`src/hdl/kzn_ram.sv`:
```
`timescale 1ns / 1ps
module kzn_ram #(
  parameter int WIDTH = 128,
  parameter int DEPTH = 10,
  localparam int AW = (DEPTH > 1) ? $clog2(DEPTH) : 1
) (
  input  logic             clk,
  input  logic             we,
  input  logic [AW-1:0]    waddr,
  input  logic [WIDTH-1:0] wdata,
  input  logic [AW-1:0]    raddr,
  output logic [WIDTH-1:0] rdata
);

  logic [WIDTH-1:0] mem [DEPTH];

  always_ff @(posedge clk) begin
    if (we) mem[waddr] <= wdata;
    rdata <= mem[raddr];
  end

endmodule

```
`config.mk`:
```
export PLATFORM = sky130hd
export DESIGN_NAME = kzn_ram
export DESIGN_NICKNAME = d
export VERILOG_FILES = /design/src/hdl/kzn_ram.sv
export SDC_FILE = /design/constraint.sdc
export NUM_CORES = 1
export LEC_CHECK = 0
export BUFFER_PORTS_ARGS = -buffer_cell sky130_fd_sc_hd__buf_2
export CORE_MARGIN = 10
export CORE_UTILIZATION = 30
export DETAILED_ROUTE_END_ITERATION = 12
export GPL_ROUTABILITY_DRIVEN = 0
export SLEW_MARGIN = 20
export SYNTH_ARGS = -nofsm -noshare
export SYNTH_HDL_FRONTEND = slang
export SYNTH_SLANG_ARGS = --single-unit
```
`constraint.sdc`:
```
create_clock -name clk -period 13.1 [get_ports clk]
set_input_delay 0.655 -clock clk [delete_from_list [all_inputs] [get_ports clk]]
set_output_delay 0.655 -clock clk [all_outputs]
set_load 0.02 [all_outputs]
```
# Word level (Yosys, flattened, before mapping)
# Memory sizes are Yosys's and may differ from the RTL's. A register that Yosys moved wholly into a read port is not among the register bits.
# Cells that the tools add are included.
# op_classes
mux,2
# op_table
operator,count
1-bit 2-to-1 mux,2
# totals
elab_cells,3
mem_bits_rw,1280
regBits,0
n_memories,1
# mem_list
name,depth,width,rd,rd_ports_with_merged_regs,write_ports,line_no,text
mem,10,128,1,1,1,15,logic [WIDTH-1:0] mem [DEPTH];

# Longest topological paths before layout
# Gate-level depths: netlist (run 1).
# depth
ltp_word,2
mapped_depth,6

# Worst setup path before layout (run 1)
# No wires, ideal clock.
# synth_path
path_type,input -> register
startpoint,input port waddr[3]
endpoint,"memory mem[0][0], enable pin"
arrival_time_ps,9809
cell_stages,2
path_slack_ps,2517
setup_ps,774
required_ps,12326
path_buffers,0
cell_sequence,or3b_2 -> nor3_1
# synth_rtl
element,line_no,text
start: declaration,9,"input logic [AW-1:0] waddr,"
end: declaration,15,
# Straight into the memory's write port.

==> results of run 1 <==
-- critical path: cells and delay by family --
family	cells	cell delay, ns
buf+inv	3	2.27
mux	1	0.42
compound gates	2	0.28
-- cells by family after synthesis --
group	synth area share (%)
AND/OR/NAND/NOR	1.11
flip-flops	77.9
AO/OA/AOI/OAI	6.28
buffers and inverters	1.66
multiplexers	13.1
-- cells in the final DEF (no fill, tap or decap) --
cell type,instances
clkbuf_16,150
nand2b_4,1
bufinv_16,12
mux2_2,359
or3b_2,1
nand2_1,129
clkbuf_8,18
diode_2,13
clkinv_2,26
inv_16,2
buf_4,42
buf_2,263
clkinv_16,5
nor3_2,3
inv_6,3
nand2_4,1
o22ai_1,128
nand2b_1,2
clkinv_8,7
o31ai_2,85
nor2b_4,1
clkinv_1,14
dfxtp_1,128
edfxtp_1,1280
mux2_1,25
clkinv_4,3
buf_16,1
buf_8,2
nor2_4,8
clkbuf_1,38
a22o_1,128
o31ai_1,43
nand3b_1,2
buf_12,6
mux2i_1,256
-- sequential cells by signal, indices dropped and copies added, names as in the netlist --
name   cells
mem     1280
rdata    128
-- cells in the mapped netlist (11+ instances only) --
| cell | instances | area [um^2] |
|---|---|---|
| nand2_1 | 130 | 488 |
| buf_2 | 35 | 175 |
| mux2i_1 | 256 | 2560 |
| mux2_1 | 25 | 282 |
| a22o_1 | 128 | 1120 |
| mux2_2 | 359 | 4040 |
| clkbuf_1 | 69 | 259 |
| dfxtp_1 | 128 | 2560 |
| edfxtp_1 | 1280 | 38400 |
| buf_1 | 11 | 41.3 |
| o31ai_2 | 85 | 1060 |
| buf_4 | 23 | 173 |
| o31ai_1 | 43 | 323 |
| o22ai_1 | 128 | 801 |
-- area by class of cell --
| type | count | share of cell area, % |
|---|---|---|
| flip-flops and latches | 1408 | 66.5 |
| multi-input cells | 1172 | 17.6 |
| clock buffers | 206 | 6.72 |
| well taps | 2325 | 4.72 |
| repair buffers | 314 | 2.93 |
| clock inverters | 72 | 1.46 |
| diodes | 13 | 0.0528 |
-- how the worst max path moves through the flow --
stage | slack [ns] | from | cells past startpoint | end
floorplan | 2.52 | waddr[3] | 2 | mem[0][0]$_DFFE_PP_
global placement | 9.10 | raddr[0] | 6 | rdata[42]$_DFF_P_
detailed placement | 9.07 | raddr[0] | 6 | rdata[56]$_DFF_P_
CTS | 9.98 | raddr[0] | 6 | rdata[56]$_DFF_P_
global route | 9.73 | raddr[0] | 6 | rdata[46]$_DFF_P_
finish | 9.90 | raddr[0] | 6 | rdata[56]$_DFF_P_
-- report_power, final --
group	switching [mW]	total (mW)	internal, mW
Combinational	0.332	0.521	0.189
Sequential	0.0375	5.06	5.02
Clock	1.78	4.26	2.48
Total	2.14	9.84	7.69
-- routing by layer --
| layer | global-route usage [%] | part of all wire, % |
|---|---|---|
| met2 | 20.5 | 49 |
| met5 | 0 | 0.12 |
| met1 | 15.7 | 44 |
| met3 | 2.66 | 4.3 |
| met4 | 4.64 | 2.8 |
-- stage by stage --
stage,worst slack (ns),hold slack [ns],std cells
global route,9.73,0.102,5506
detailed placement,9.07,0.560,5218
CTS,9.98,0.0321,5496
floorplan,2.52,0.542,2735
global placement,9.10,0.555,5218
finish,9.90,0.148,5510
==> results.md, run 1 <==
Status:
- The flow ran to the end, and the final reports show no timing, DRC or antenna violations.

Synthesis:
- The most used flip-flop cell after synthesis is edfxtp_1.
- The flip-flop and latch count after synthesis is 1408.
- The count of different cell masters after synthesis is 22.
- In this run the cell area of the synthesized design comes to 52600 um^2.
- The post-synthesis sequential area ratio is between 70 and 80%.
- The per-instance average area after synthesis is approximately 19 um^2.
- Yosys mapped a number of flops with a built-in enable equal to 1280.
- Counting every net in the synthesized netlist gives ~2900.
- During synthesis, Yosys emitted a total of 0 warnings.
- In the synthesized netlist the async set-or-reset flop fraction comes to 0%.
- Counting every instance in the synthesized netlist gives between 2000 and 3000.

Finish:
- Compared with the post-synthesis result, the final layout area differs by 17.1%.
- The combined area of the multi-input logic cells is approximately 11000 um^2.
- In the final layout, flip-flops and latches occupy about 40000 um^2.
- The finished cells cover between 60000 and 70000 um^2.
- The filler cell count is roughly 16000.
- The proportion of layout cells with a drive suffix above 1 is a little under a third.
- The share of the core filled with cells is roughly 35%.
- The number of nets in the layout is around 3200.

Clock tree:
- The number of levels the H-tree was split into is 4.
- The clock tree root buffer cell is clkbuf_16.
- The total setup buffers inserted after CTS is 0.
- The count of hold buffers inserted by post-cts repair is 0.
- The post-CTS resize count is 0.
- The number of sinks on the clock net is around 1400.
- The maximum root-to-sink buffer count is 3.
- The clock transition at the register clock pins on the worst setup and hold paths after CTS is ~0.060 ns.
- For the worst-skew pair, the clock arrives at the later sink with an insertion delay of around 0.8 ns.
- The number of clock buffers inserted by TritonCTS is 150.
- The TritonCTS clock tree is done.

Route:
- The number of design-rule violations left by the first detailed-router iteration is roughly 1800.
- The number of remaining DRC errors is 0.
- For this block, the routed nets add up to between 100000 and 150000 um of wire.
- The mean routed wirelength per cell is between 20 and 25 um.
- Summing over every cut layer, the via total after detailed routing is between 20000 and 30000.
- The total iterations of the first detailed-routing run is 5.
- In the routed layout, each cell is associated on average with a via count of ~4.7.
- In this run the remaining antenna-violating nets after routing total 0.

Critical path:
- STA classifies the critical path endpoint as a register.
- The worst register-to-register path has a depth of 3.
- STA classifies the critical path startpoint as an input port.
- In this run the register-to-register setup slack is approximately 12 ns.
- The required time of the worst setup path is 13.74 ns.
- In this run the critical register-to-register path is captured at rdata[114]$_DFF_P_.
- Among all stages on the critical path, the largest delay is contributed by buf_4.
- The signal on the critical path passes through buf_8 -> buf_4 -> buf_4 -> mux2_2 -> o22ai_1 -> o31ai_2.
- The critical path is of the in2reg type.
- Counting stages on the worst path, the most repeated cell is buf_4.
- The largest single stage delay on the critical path is 0.93 ns.
- For the worst setup path, the data arrival time is just under 4 ns.
- The maximum fanout along the worst path is 83.
- The worst register-to-register path begins at mem[1][114]$_DFFE_PP_.

Global route:
- The global-route wire length before repair is between 150000 and 200000 um.
- The number of antenna violations at the first check in global routing is 40.
- The total overflow left after global routing is 0.
- The number of global-route vias before repair is between 20000 and 30000.
- The pin count of the biggest net entering global routing is approximately 170.
- Global routing used 12.3% of the available tracks.

Die:
- The core box area is around 170000 um^2.
- For this configuration, the core starts out at a cell density of a little over 30%.
- about 270 I/O pins were placed.
- The floorplan has 153 rows.
- From left edge to right edge, the die measures 439 um.
- The full die area is 193000 um^2.
- The floorplan step set the die height to between 400 and 500 um.

Hold path:
- In this run the worst hold path is classified as in2reg.
- Counting instances, the worst hold path has a depth of 1.
- The worst hold path terminates at mem[1][70]$_DFFE_PP_.
- The startpoint identified for the worst hold timing path is wdata[70].

STA:
- The number of max-slew violations in the final report is 0.
- The shortest period the worst path allows is 3.20 ns.
- Setup repair after global routing left no endpoint under its margin.
- Between clock sinks in the finished design, the worst skew comes to 0.0331 ns.
- The final critical path takes up between 20 and 25% of the cycle.
- The final count of hold timing violations is 0.
- Setup violations remaining at the end of the flow were counted as 0.
- The final setup TNS is 0 ns.
- For the pin with the worst max-slew slack, the measured transition is between 1 and 1.5 ns.
- The headroom to the max-slew limit is a little under a third.
- Static timing analysis puts the maximum clock frequency at approximately 310 MHz.

Power and ir drop:
- For this design the static power due to leakage is roughly 21 nW.
- The largest vdd supply drop is between 0.1 and 0.15 mV.
- Power spread over the standard cell area amounts to about 160 nW/um^2.
- The overall power is ~9.8 mW.

Placed design:
- Summing all placed instances gives a cell area of roughly 57000 um^2.
- The total of buffers placed on input and output ports is roughly 270.
- The half-perimeter wire length of the detailed placement result is about 62000 um.

Run:
- Across the run, the number of max-cap violations was 0.
No activity file was read; power rests on OpenSTA's default activity.
==> inputs of run 2 (changes only) <==
--- a/config.mk
+++ b/config.mk
@@ -5,6 +5,7 @@
 export SDC_FILE = /design/constraint.sdc
 export NUM_CORES = 1
 export LEC_CHECK = 0
+export ABC_AREA = 1
 export BUFFER_PORTS_ARGS = -buffer_cell sky130_fd_sc_hd__buf_2
 export CORE_MARGIN = 10
 export CORE_UTILIZATION = 30
==> constraint.sdc (replaced) <==
create_clock -name clk -period 2.7 [get_ports clk]
set_input_delay 0.135 -clock clk [delete_from_list [all_inputs] [get_ports clk]]
set_output_delay 0.135 -clock clk [all_outputs]
set_load 0.02 [all_outputs]
==> results.md, run 2 <==
Synthesis:
- The count of different cell masters after synthesis was 13 (-41%).
- The most frequent cell after synthesis is nand2_1.
- The fraction of registers with async set or reset after synthesis is 0% (unchanged).
- The area of the mapped netlist is 55900 um^2 (+6.2%).
- The post-synthesis sequential area ratio is 73.3% (-4.6 points).
- The most instantiated flip-flop cell in the synthesis netlist is edfxtp_1.
- The flip-flop and latch count after synthesis is 1408 (unchanged).
- The number of warning messages in the yosys log was 0 (unchanged).
- The synthesized design spends more area on one cell type than any other, namely edfxtp_1.
- The net count after synthesis is 5153 (+79%).
- The per-instance average area after synthesis is 11.2 um^2 (-42%).
- The area share of the leading cell type in the synthesized netlist came to 68.7% (-4.3 points).
- The number of enable-type register cells in the synthesized netlist is 1280 (unchanged).
- The commonest cells after synthesis are 1412 x nand2_1, 1280 x edfxtp_1, 775 x inv_1.
- Ranked by total cell area, the synthesized netlist is headed by edfxtp_1 69%, nand2_1 9.5%, nand3_1 6.9%.
- The synthesized instance count is 5015 (+83%).

Route:
- The total iterations of the first detailed-routing run was 5 (unchanged).
- The total detailed-routing wirelength is 143000 um (+17%).
- The average vias per placed instance is 4.44 (-4.7%).
- The number of design-rule violations left by the first detailed-router iteration is 2472 (+41%).
- The mean routed wirelength per cell is 17.8 um (-20%).
- The remaining antenna violation count after routing is 0 (unchanged).
- The number of vias in the routed layout is 35700 (+39%).
- The number of remaining DRC errors is 0 (unchanged).

Finish:
- The largest registers in the layout are mem x1280, rdata x128.
- The proportion of layout cells with a drive suffix above 1 is 10.9% (-21 points).
- The library cells used most frequently in the layout, excluding fill and tap cells, are 1410 x nand2_1, 1280 x edfxtp_1, 770 x inv_1, 768 x nand3_1, 262 x buf_2.
- The flip-flop count of the largest register after layout is 1280 (unchanged).
- The most common cell after layout, fill and taps aside is nand2_1.
- The final cell area excluding filler cells came to 67100 um^2 (+8.9%).
- The register bank with the most flops is mem.
- The number of nets in the layout was 5557 (+75%).
- Compared with the post-synthesis result, the final layout area differs by 20.0%.

Hold path:
- In this run the worst hold path is classified as in2reg.
- In this run the most critical hold path is launched from waddr[3].

Critical path:
- The worst setup path is captured at a register.
- For this design, the slowest cell found on the critical path is dlygate4sd3_1.
- The sort of element at the start of the critical path is an input port.
- The worst path buffer plus inverter count came to 5 (+2).
- The critical register-to-register path startpoint is mem[7][56]$_DFFE_PP_.
- The launching element of the worst setup path is waddr[2].
- On the critical path the largest part of the delay comes from buffers and inverters.
- The worst setup path is of the in2reg kind.
- The arrival time of the worst setup path is 2.79 ns (-1.06 ns).
- The maximum cell stage delay along the critical path was 0.81 ns (-0.12 ns).
- The required time of the worst setup path came to 3.15 ns (-10.59 ns).
- Walking the worst path, the cells encountered are dlygate4sd3_1 -> buf_2 -> inv_2 -> nand3_4 -> dlygate4sd3_1 -> nor2_4 -> dlygate4sd3_1.
- The maximum fanout along the worst path was 5 (-94%).
- In this design, the critical path's most frequently occurring cell is dlygate4sd3_1.

STA:
- The final count of hold timing violations is 0 (unchanged).
- Setup repair after global routing left no endpoint under its margin.
- Subtracting the final worst setup slack from the clock period gives between 2 and 2.5 ns.
- The largest clock skew in the final design is 0.0285 ns (-0.00460 ns).
- Dividing the final minimum period by the clock period gives roughly 86%.
- The number of max-slew violations in the final report was 0 (unchanged).
- The final setup TNS is 0 ns (unchanged).
- Timing would allow up to 428 MHz.
- The headroom to the max-slew limit is 48.8% (+18 points).
- The final setup slack of the worst path was 0.365 ns (-9.53 ns).
- The number of setup violations in the final report was 0 (unchanged).
- The actual slew at the worst max-slew pin is 0.768 ns (-0.273 ns).

Die:
- The overall die width came to 452 um (+2.9%).
- The starting density of the core was 30.2% (-0.059 points).
- The number of cell rows came to 158 (+3.3%).
- The full die area is 204000 um^2 (+6.0%).
- The I/O pin total is 266 (unchanged).
- The height of the die came to 452 um (+2.9%).
- The core box area is 185000 um^2 (+6.4%).

Placed design:
- The half-perimeter wire length of the detailed placement result was 77700 um (+24%).
- The total of buffers placed on input and output ports is 265 (unchanged).
- The instance area after placement was 60700 um^2 (+7.4%).
- The setup slack after placement is 0.808 ns (-8.26 ns).

Clock tree:
- The total setup buffers inserted after CTS is 0 (unchanged).
- The tree is rooted in a clkbuf_16.
- The clock transition at the register clock pins on the worst setup and hold paths after CTS is 0.06 ns (about the same).
- TritonCTS built the clock tree.
- The number of clock buffers inserted by TritonCTS is 154 (+2.7%).
- The maximum root-to-sink buffer count is 3 (unchanged).
- The worst-skew pair later-pin latency was 0.79 ns (about the same).
- The number of levels the H-tree was split into is 4 (unchanged).
- The number of sinks on the clock net was 1408 (unchanged).

Power and ir drop:
- The overall power is 48.3 mW (+390%).
- The largest vdd supply drop is 0.521 mV (+350%).
- The static leakage was 27.3 nW (+31%).
- The areal power density over the cells came to 719 nW/um^2 (+350%).

Status:
- The run finished with clean final reports.

Global route:
- The pin count of the biggest net entering global routing is 121 (-27%).
- The number of global-route vias before repair is 35200 (+33%).
- The final global-route overflow total is 0 (unchanged).
- The global-route wire length before repair is 216000 um (+21%).
- The number of antenna violations at the first check in global routing is 17 (-57%).
- The total routing usage reported by global routing is 13.7% (+1.3 points).

Run:
- The max capacitance violation total was 0 (unchanged).
-- run 2: changes by cell type in the layout (fill, tap and decap cells not counted), moves of 138 or more --
| cell | previous run | this run |
|---|---|---|
| mux2_2 | 359 | 0 |
| mux2i_1 | 256 | 0 |
| nand2_1 | 129 | 1410 |
| inv_1 | 0 | 770 |
| nand3_1 | 0 | 768 |
| nor2_1 | 0 | 256 |
| dlygate4sd3_1 | 0 | 138 |
-- run 2: power by group --
part	leakage [nW]	switching (mW)	internal [mW]
sequential	12.6	0.204	24.4
clock	2.43	8.66	12.0
combinational	12.3	2.09	0.954
total	27.3	11.0	37.4
-- run 2: worst reg2reg max path: stages, from the launching register on --
cell      delay, ns
edfxtp_1       0.37
inv_1          0.07
nand2_1        0.05
nand3_1        0.10
nand3_1        0.10
nand3_1        0.15
nand2_1        0.05
-- run 2: path summary, 6_finish.rpt --
check	slack, ns	end	cells past startpoint
worst min-delay path	0.1	mem[8][114]$_DFFE_PP_	4
worst max register to register	1.70	rdata[56]$_DFF_P_	6
worst min register to register	0.44	rdata[56]$_DFF_P_	2
worst max-delay path	0.37	mem[1][111]$_DFFE_PP_	7
-- run 2: area by class of cell --
class	count	area [um^2]
well taps	2480	3100
clock buffers	216	4290
inverters	776	2940
clock inverters	69	724
repair buffers	502	4150
flip-flops and latches	1408	41000
fillers	17900	118000
multi-input cells	2577	10900
diodes	11	27.5
-- run 2: per-layer routing --
layer	vias up	wire length (um)	track usage [%]
li1	17200	-	-
met1	17200	58900	16.7
met2	973	72800	24.1
met3	256	7070	2.22
met4	2	4530	5.26
met5	-	8	0
-- run 2: repair_timing --
item	CTS	global route
endpoints found under the hold margin	1358	0
hold buffers	138	0
gates resized for setup	0	0
-- run 2: through the flow --
stage	utilization, %	cells	hold WS [ns]
2_1_floorplan	-	5015	0.234
3_3_place_gp	32.7	7605	0.423
3_5_place_dp	32.7	7605	0.437
4_1_cts	36.2	8028	0.0362
5_1_grt	36.2	8033	0.0702
6_report	36.2	8039	0.0969
-- run 2: kinds of logic (layout without fill, tap and decap cells) --
| kind of cell | after synthesis | count (layout) | synth area share, % |
|---|---|---|---|
| simple gates | 2449 | 2449 | 18.2 |
| flops | 1408 | 1408 | 73.3 |
| buf+inv | 1030 | 1563 | 7.40 |
| compound gates | 128 | 128 | 1.15 |
| other cells | 0 | 11 | 0 |
